$ cat config.mk
export PLATFORM = sky130hd
export DESIGN_NAME = stbs_search
export DESIGN_NICKNAME = d
export VERILOG_FILES = /design/src/sv/stbs_pkg.sv /design/src/sv/stbs_search.sv
export SDC_FILE = /design/constraint.sdc
export NUM_CORES = 1
export LEC_CHECK = 0
export BUFFER_PORTS_ARGS = -buffer_cell sky130_fd_sc_hd__clkbuf_2
export CORE_MARGIN = 2
export CORE_UTILIZATION = 55
export DETAILED_ROUTE_END_ITERATION = 10
export PLACE_DENSITY = 0.87
export SYNTH_ARGS = -nofsm -noshare
export SYNTH_HDL_FRONTEND = slang
export SYNTH_SLANG_ARGS = --single-unit
$ cat constraint.sdc
create_clock -name clk -period 21.7 [get_ports clk]
set_input_delay 4.34 -clock clk [delete_from_list [all_inputs] [get_ports clk]]
set_output_delay 4.34 -clock clk [all_outputs]
set_load 0.02 [all_outputs]
$ cat src/sv/stbs_pkg.sv
`timescale 1ns / 1ps
`default_nettype none
// ----------------------------------------------------------------------------
// Sorted table bound search - shared definitions
// Function codes, status codes and the result record shared by the search sequencer and the top level.
// ----------------------------------------------------------------------------
package stbs_pkg;

  localparam int POS_W = 12;

  localparam logic [1:0] FN_CLEAR  = 2'd0;
  localparam logic [1:0] FN_APPEND = 2'd1;
  localparam logic [1:0] FN_MIN    = 2'd2;
  localparam logic [1:0] FN_MAX    = 2'd3;

  localparam logic [1:0] ST_EXACT = 2'd0;
  localparam logic [1:0] ST_NEAR  = 2'd1;
  localparam logic [1:0] ST_OUT   = 2'd2;
  localparam logic [1:0] ST_BAD   = 2'd3;

  typedef struct packed {
    logic [POS_W-1:0] position;
    logic [1:0]       status;
  } res_t;

endpackage
`default_nettype wire

$ cat src/sv/stbs_search.sv
`timescale 1ns / 1ps
`default_nettype none
// ----------------------------------------------------------------------------
// Bound search sequencer
// Handles clear and append, and runs the binary search against the store,
// one probe per cycle, followed by an exact-match check on the found entry when it lies in the table.
// ----------------------------------------------------------------------------
module stbs_search
  import stbs_pkg::*;
#(
  parameter int DEPTH      = 1024,
  parameter int VALUE_BITS = 32,
  localparam int AW        = $clog2(DEPTH)
) (
  input  wire                          clk,
  input  wire                          rst_n,
  input  wire                          in_valid,
  output logic                         in_ready,
  input  wire  [1:0]                   in_func,
  input  wire  signed [VALUE_BITS-1:0] in_value,
  output logic                         res_valid,
  input  wire                          res_ready,
  output res_t                         res,
  output logic                         mem_we,
  output logic [AW-1:0]                mem_waddr,
  output logic signed [VALUE_BITS-1:0] mem_wdata,
  output logic [AW-1:0]                mem_raddr,
  input  wire  signed [VALUE_BITS-1:0] mem_rdata
);

  localparam int CW = $clog2(DEPTH + 1);
  localparam logic [CW-1:0] DEPTH_C = CW'(DEPTH);

  localparam logic [2:0] S_IDLE   = 3'd0;
  localparam logic [2:0] S_FIRST  = 3'd1;
  localparam logic [2:0] S_CHECK  = 3'd2;
  localparam logic [2:0] S_SEARCH = 3'd3;
  localparam logic [2:0] S_VERIFY = 3'd4;
  localparam logic [2:0] S_DONE   = 3'd5;

  logic [2:0]                   state_r, state_nxt;
  logic [CW-1:0]                cnt_r, cnt_nxt;
  logic                         is_max_r, is_max_nxt;
  logic                         desc_r, desc_nxt;
  logic signed [VALUE_BITS-1:0] tgt_r, tgt_nxt;
  logic signed [VALUE_BITS-1:0] first_r, first_nxt;
  logic [CW-1:0]                lo_r, lo_nxt;
  logic [CW-1:0]                hi_r, hi_nxt;
  logic [CW-1:0]                mid_r, mid_nxt;
  logic signed [CW:0]           pos_r, pos_nxt;
  res_t                         res_r, res_nxt;

  logic                         pred;
  logic                         minus;
  logic [CW-1:0]                lo_step, hi_step, mid_calc;
  logic signed [CW:0]           pos_calc;
  logic                         in_range;
  logic                         asc;
  logic                         below, above;
  logic signed [CW:0]           n_s, nm1_s;
  logic [CW-1:0]                cnt_inc, cnt_dec;

  // Sign-extend or truncate an index to the result width.
  function automatic logic [POS_W-1:0] to_pos(input logic signed [CW:0] p);
    logic signed [CW+POS_W:0] w;
    w = p;
    return w[POS_W-1:0];
  endfunction

  assign cnt_inc = cnt_r + 1'b1;
  assign cnt_dec = cnt_r - 1'b1;
  assign n_s     = signed'({1'b0, cnt_r});
  assign nm1_s   = n_s - 2'sb01;

  // Ascending min looks for >=, ascending max for >; descending inverts both.
  assign pred = (is_max_r ? (mem_rdata > tgt_r) : (mem_rdata >= tgt_r)) ^ desc_r;
  // Ascending max and descending min report one below the first hit.
  assign minus    = is_max_r ^ desc_r;
  assign lo_step  = pred ? lo_r : mid_r + 1'b1;
  assign hi_step  = pred ? mid_r : hi_r;
  assign mid_calc = lo_step + ((hi_step - lo_step) >> 1);
  assign pos_calc = signed'({1'b0, lo_step}) - (minus ? 2'sb01 : 2'sb00);
  assign in_range = minus ? (lo_step != '0) : (lo_step != cnt_r);

  // In the check state the read data is the last entry.
  assign asc   = mem_rdata >= first_r;
  assign below = tgt_r < (asc ? first_r : mem_rdata);
  assign above = tgt_r > (asc ? mem_rdata : first_r);

  always_comb begin
    state_nxt  = state_r;
    cnt_nxt    = cnt_r;
    is_max_nxt = is_max_r;
    desc_nxt   = desc_r;
    tgt_nxt    = tgt_r;
    first_nxt  = first_r;
    lo_nxt     = lo_r;
    hi_nxt     = hi_r;
    mid_nxt    = mid_r;
    pos_nxt    = pos_r;
    res_nxt    = res_r;
    mem_we     = 1'b0;
    mem_waddr  = cnt_r[AW-1:0];
    mem_wdata  = in_value;
    mem_raddr  = '0;
    unique case (state_r)
      S_IDLE: begin
        if (in_valid) begin
          tgt_nxt    = in_value;
          is_max_nxt = (in_func == FN_MAX);
          unique case (in_func)
            FN_CLEAR: begin
              cnt_nxt   = '0;
              res_nxt   = '{position: '0, status: ST_EXACT};
              state_nxt = S_DONE;
            end
            FN_APPEND: begin
              if (cnt_r != DEPTH_C) begin
                mem_we  = 1'b1;
                cnt_nxt = cnt_inc;
                res_nxt = '{position: to_pos(signed'({1'b0, cnt_inc})), status: ST_EXACT};
              end else begin
                res_nxt = '{position: to_pos(n_s), status: ST_BAD};
              end
              state_nxt = S_DONE;
            end
            FN_MIN, FN_MAX: begin
              if (cnt_r == '0) begin
                res_nxt   = '{position: '0, status: ST_BAD};
                state_nxt = S_DONE;
              end else begin
                mem_raddr = '0;
                state_nxt = S_FIRST;
              end
            end
            default: state_nxt = S_IDLE;
          endcase
        end
      end
      S_FIRST: begin
        first_nxt = mem_rdata;
        mem_raddr = cnt_dec[AW-1:0];
        state_nxt = S_CHECK;
      end
      S_CHECK: begin
        desc_nxt = !asc;
        if (below || above) begin
          state_nxt       = S_DONE;
          res_nxt.status  = ST_OUT;
          if (asc && !is_max_r) begin
            res_nxt.position = above ? to_pos(n_s) : '0;
          end else if (asc) begin
            res_nxt.position = below ? '1 : to_pos(nm1_s);
          end else if (!is_max_r) begin
            res_nxt.position = below ? to_pos(nm1_s) : '1;
          end else begin
            res_nxt.position = above ? '0 : to_pos(n_s);
          end
        end else begin
          lo_nxt    = '0;
          hi_nxt    = cnt_r;
          mid_nxt   = cnt_r >> 1;
          mem_raddr = mid_nxt[AW-1:0];
          state_nxt = S_SEARCH;
        end
      end
      S_SEARCH: begin
        lo_nxt = lo_step;
        hi_nxt = hi_step;
        if (lo_step < hi_step) begin
          mid_nxt   = mid_calc;
          mem_raddr = mid_calc[AW-1:0];
        end else begin
          pos_nxt = pos_calc;
          if (in_range) begin
            mem_raddr = pos_calc[AW-1:0];
            state_nxt = S_VERIFY;
          end else begin
            res_nxt   = '{position: to_pos(pos_calc), status: ST_NEAR};
            state_nxt = S_DONE;
          end
        end
      end
      S_VERIFY: begin
        res_nxt   = '{position: to_pos(pos_r),
                      status: (mem_rdata == tgt_r) ? ST_EXACT : ST_NEAR};
        state_nxt = S_DONE;
      end
      S_DONE: begin
        if (res_ready) begin
          state_nxt = S_IDLE;
        end
      end
      default: state_nxt = S_IDLE;
    endcase
  end

  always_ff @(posedge clk) begin
    if (!rst_n) begin
      state_r <= S_IDLE;
      cnt_r   <= '0;
    end else begin
      state_r <= state_nxt;
      cnt_r   <= cnt_nxt;
    end
  end

  always_ff @(posedge clk) begin
    is_max_r <= is_max_nxt;
    desc_r   <= desc_nxt;
    tgt_r    <= tgt_nxt;
    first_r  <= first_nxt;
    lo_r     <= lo_nxt;
    hi_r     <= hi_nxt;
    mid_r    <= mid_nxt;
    pos_r    <= pos_nxt;
    res_r    <= res_nxt;
  end

  assign in_ready  = (state_r == S_IDLE);
  assign res_valid = (state_r == S_DONE);
  assign res       = res_r;

`ifndef SYNTH
  a_cnt_bound: assert property (@(posedge clk) disable iff (!rst_n)
    cnt_r <= DEPTH_C)
    else $error("entry count above depth");

  a_search_window: assert property (@(posedge clk) disable iff (!rst_n)
    state_r == S_SEARCH |-> (lo_r <= mid_r) && (mid_r < hi_r) && (hi_r <= cnt_r))
    else $error("probe outside search window");

  a_append_count: assert property (@(posedge clk) disable iff (!rst_n)
    in_valid && in_ready && (in_func == FN_APPEND) && (cnt_r != DEPTH_C)
    |=> cnt_r == $past(cnt_inc))
    else $error("append did not advance count");

  a_result_hold: assert property (@(posedge clk) disable iff (!rst_n)
    state_r == S_DONE && !res_ready |=> state_r == S_DONE && $stable(res_r))
    else $error("pending result lost");
`endif

endmodule
`default_nettype wire

# After elaboration in Yosys (flattened, before gate mapping)
# Index checks and enable logic that the tools add are counted.
# W data, S select, Z words.
# totals
reg_bits	139
latchBits	0
mem_bits_rw	0
mem_bits_ro	0
input_bits	70
wordCells	116
n_memories	0
# classes
add_sub_neg	7
multipliers	0
n_div	0
n_lt_le_gt_ge	6
n_eq_ne	20
shifts	0
muxes	48
bitwise	3
reduce_logical	20
# op_table
op	n
$mux W11	9
$pmux W11 S2	4
$mux W14	5
$ge A32 B32 Y1	2
$gt A32 B32 Y1	2
$mux W32	2
$mux W12	5
$pmux W14 S4	1
$pmux W14 S3	1
$eq A32 B32 Y1	1
$lt A32 B32 Y1	1
$mux W10	3
$pmux W10 S3	1
$add A11 B1 Y11 const B	2
$pmux W3 S6	1
$mux W3	5
$ne A2 B2 Y1 const B	7
$mux W13	1
$sub A11 B1 Y12	1
$sub A11 B1 Y12 const B	1
$add A11 B10 Y11	1
$logic_not A11 Y1	1
$lt A11 B11 Y1	1
$ne A11 B11 Y1	1
other kinds (27)	45

# Logic depth before layout (Yosys ltp)
# logic_depth
word_depth	9
depth_mapped	30
mapped_depth_nobuf	26

# Worst setup path after synthesis
# Ideal clock, no wire load.
# synth_timing
kind	input to output
start	input port mem_rdata[13]
end	output port mem_raddr[9]
arrival_time_ns	10.804
required_ns	17.360
path_slack_ns	6.556
stages	26
cell_sequence	ha_1 a211oi_1 nor2_1 or3_1 or3_1 and3_1 a2111oi_4 buf_2 buf_2 buf_1 buf_1 mux2_2 ha_1 a21o_1 nor2_1 mux2i_1 a221oi_2 inv_1 a21oi_1 xnor2_1 ha_1 or2_2 o311ai_0 nand3_1 mux2_2 o211ai_2
# synth_via
elab_chain_cells	9
word_cells_on_any_way	23
# synth_lines
element	line_no	rtl
start: declaration	stbs_search.sv:28	input wire signed [VALUE_BITS-1:0] mem_rdata
branches (longest 8 deep; another with $ge A32 B32 Y1)	n/a	
$pmux W10 S3 (*)	stbs_search.sv:106	unique case (state_r)
end: declaration	stbs_search.sv:27	output logic [AW-1:0] mem_raddr,
# Every way passes the cells marked *.

# Final worst setup path
# layout_timing
start	input port mem_rdata[21]
end	output port mem_raddr[9]
# The elaborated chain is that of the path after synthesis.

==> results.cfg <==
[outcome]
outcome = completed

[worst_setup_path]
cp_max_fo = 20
critPathBufInv = 5
critPathLaunchType = input port
end_kind = output pin
critPathArrivalTime_ns = 11.48
critical_path_class = input port to output pin
critPathRequiredTime_ns = 17.36
cp_slowest_cell = nor3_1
critical-path-top-delay-family = simple AND/OR/NAND/NOR gates
crit_path_max_incr_delay_ns = 0.97

[die]
coreArea_um2 = 22430
die-area_um2 = 23890
die_h_um = 154.6
initial_utilization_pct = 55.58
die_w_um = 154.6
pin_count = 139
fp-row-count = 55

[placed_design]
dp.final_hpwl_um = 26100
place_area_um2 = 13090
dpl_worst_slack_ns = 6.050
place_congestion = 0.9681
placed_cells = 1700
io_buffers = 138

[cts]
clock-root-buffer = clkbuf_16
clockBufferDepth = 2
htreeDepth = 4
cts_setup_buffers = 0
cts-hold-fix-buffers = 0
cts.clk_slew.worst_paths_ns = 0.07
worstSkewPairLatency_ns = 0.44
cts_tree = built
ctsResizeCount = 0
cts.sinks = 139
cts_buffers = 17

[sta]
relSlewSlack_pct = 18.43
whs_ns = 0.5756
slew_violations = 0
fin_crit_ns = 15.82
setup_viol = 0
hold_viol = 0
tns_ns = 0
max_freq_mhz = 63.20
setup_slack_ns = 5.878
skew_ns = 0.01069
tightest_slew_ns = 1.214
fin_crit_sh_pct = 72.91
rsz0062_at_grt = false

[detailed_routing]
via_count = 11074
drc = 0
avgRoutedWirePerCell_um = 20.48
totalWireLength_um = 35470
first_pass_iters = 6
dr.first_iter.drc_count = 1313
vias_per_cell = 6.394
drtAntennaViolNets = 0

[final_layout]
antennaDiodeCount = 0
drive_gt1_share_pct = 14.93
final_util_pct = 60.84
final_nets = 1658
fin_area_um2 = 13650
stdcell_count = 1732
area_growth_pct = 9.462

[power_and_ir_drop]
peakVddDrop_v = 0.00009043
power_density_nw_per_um2 = 109.6
seqPwrFrac_pct = 26.5
share_comb_of_total_power_pct = 54.2
p_leak_nw = 6.402
p_total_mw = 1.495
clkPwrFrac_pct = 19.3
power.switching_uw = 673.1
intPower_uw = 822.4
p_sw_share_pct = 45.01

[logic_synthesis]
synth-seq-cells = 139
synth-main-ff-cell = edfxtp_1
synth_cell_type_count = 69
synthCells = 1364
synth-edff-count = 125
syn_avg_cell_area_um2 = 9.142
yosysSeqAreaShare_pct = 32.35
synth_nets = 1588
async_flop_share_pct = 0
synth_area_um2 = 12470
yosysWarnings = 0

[global_routing]
grt_overflow = 0
antenna_found_initial = 0
grt_max_degree = 46
grt_pass1_vias = 10718
grt_pass1_wl_um = 55580
grt_usage_pct = 29.36

[hold_path]
hp-class = flop to flop

[run]
drv_cap = 0
==> power by group through the flow <==
stage	Sequential [mW]	Combinational (mW)	Clock (mW)
CTS	0.395	0.798	0.289
global route	0.400	0.885	0.299
detailed placement	0.399	0.789	0
floorplan	0.399	0.570	0
global placement	0.398	0.766	0
finish	0.396	0.811	0.289
==> metal layers <==
layer / global-route usage (%) / vias up / part of all wire [%]
met5: 0 / - / 0
met4: 12.35 / 0 / 3.8
met3: 6.360 / 128 / 9.6
met2: 48.98 / 644 / 47
met1: 36.97 / 5194 / 39
li1: - / 5108 / -
==> state kept, by name (all words and copies together), names as in the netlist <==
signal	cells
state_r	3
tgt_r	32
is_max_r	1
cnt_r	11
pos_r	12
first_r	32
res	14
hi_r	11
lo_r	11
mid_r	11
desc_r	1
==> cell usage in the layout, fill, tap and decap left out, drive strengths merged, types with 4 or more instances in the layout <==
cell and count:
a221o 4, a22oi 13, xor2 35, ha 152, o211ai 10, and2 15, inv 118, nor3 33
buf 13, a31oi 6, or3 11, a221oi 9, a21boi 9, o311ai 4, nor2 103, or2 7
xnor2 37, a222oi 6, nand4 31, nor4 6, nand2b 7, clkbuf 156, and3 15, a211o 4
edfxtp 125, o31ai 11, o221ai 12, mux2i 84, clkinv 5, mux2 15, nor2b 14, o21a 13
a21oi 77, o21ai 47, a211oi 9, a21o 38, dfxtp 14, nand2 112, nand3 31
==> Yosys cell counts (all sizes together) (9+ instances only) <==
cell type	n	share of area (%)
nand3	31	1.2
a21oi	77	3.1
nand2	112	3.4
buf	49	2.8
a21o	38	2.3
and3	15	0.75
a22oi	13	0.78
nor2b	14	0.70
o211ai	10	0.64
mux2i	84	6.7
xnor2	37	2.6
nor3	33	1.3
mux2	15	1.4
ha	152	15
o31ai	11	0.77
edfxtp	125	30
o21ai	47	1.9
a211oi	9	0.54
nor2	103	3.1
o221ai	12	0.84
xor2	35	2.5
nand4	31	1.6
o21a	13	0.78
dfxtp	14	2.2
a221oi	9	0.68
clkbuf	51	1.5
or3	11	0.55
inv	112	3.4
a21boi	9	0.54
and2	15	0.75
==> cells by family after synthesis <==
logic type,share of synthesized area (%)
mux,8.098
compound gates,16.07
xor+xnor,5.057
simple gates,15.14
fa+ha+maj,15.57
buf+inv,7.706
flops,32.35
==> final cells by class <==
type	instances	area, um^2
repair buffers	151	788.3
clock inverters	14	135.1
fillers	1837	8785
inverters	113	424.2
flip-flops and latches	139	4034
multi-input cells	1012	7482
clock buffers	18	429.2
well taps	285	356.6
==> worst reg2reg max path: stages (launching register included) <==
cell and delay [ns]:
edfxtp_1 0.42, inv_1 0.07, ha_1 0.30, nand4_1 0.19
nor4_1 0.73, a21boi_0 0.31, and3_1 0.29, a2111oi_4 0.34
buf_4 0.56, mux2i_1 0.58, ha_1 0.35, a21o_1 0.19
nor2_1 0.10, mux2i_1 0.16, a221oi_2 0.41, o31ai_1 0.20
o31ai_4 0.57, nand2b_1 0.45, nand2_1 0.59, nor3_2 0.78
buf_4 0.31
==> worst paths after layout <==
path | startpoint | endpoint | slack (ns) | depth (start not counted)
worst max-delay path | mem_rdata[21] | mem_raddr[9] | 5.88 | 27
worst min-delay path | pos_r[10] | res[12] | 0.58 | 2
worst max register to register | tgt_r[13] | res[5] | 13.51 | 20
worst min register to register | pos_r[10] | res[12] | 0.58 | 2
(Power assumes the default switching activity.)
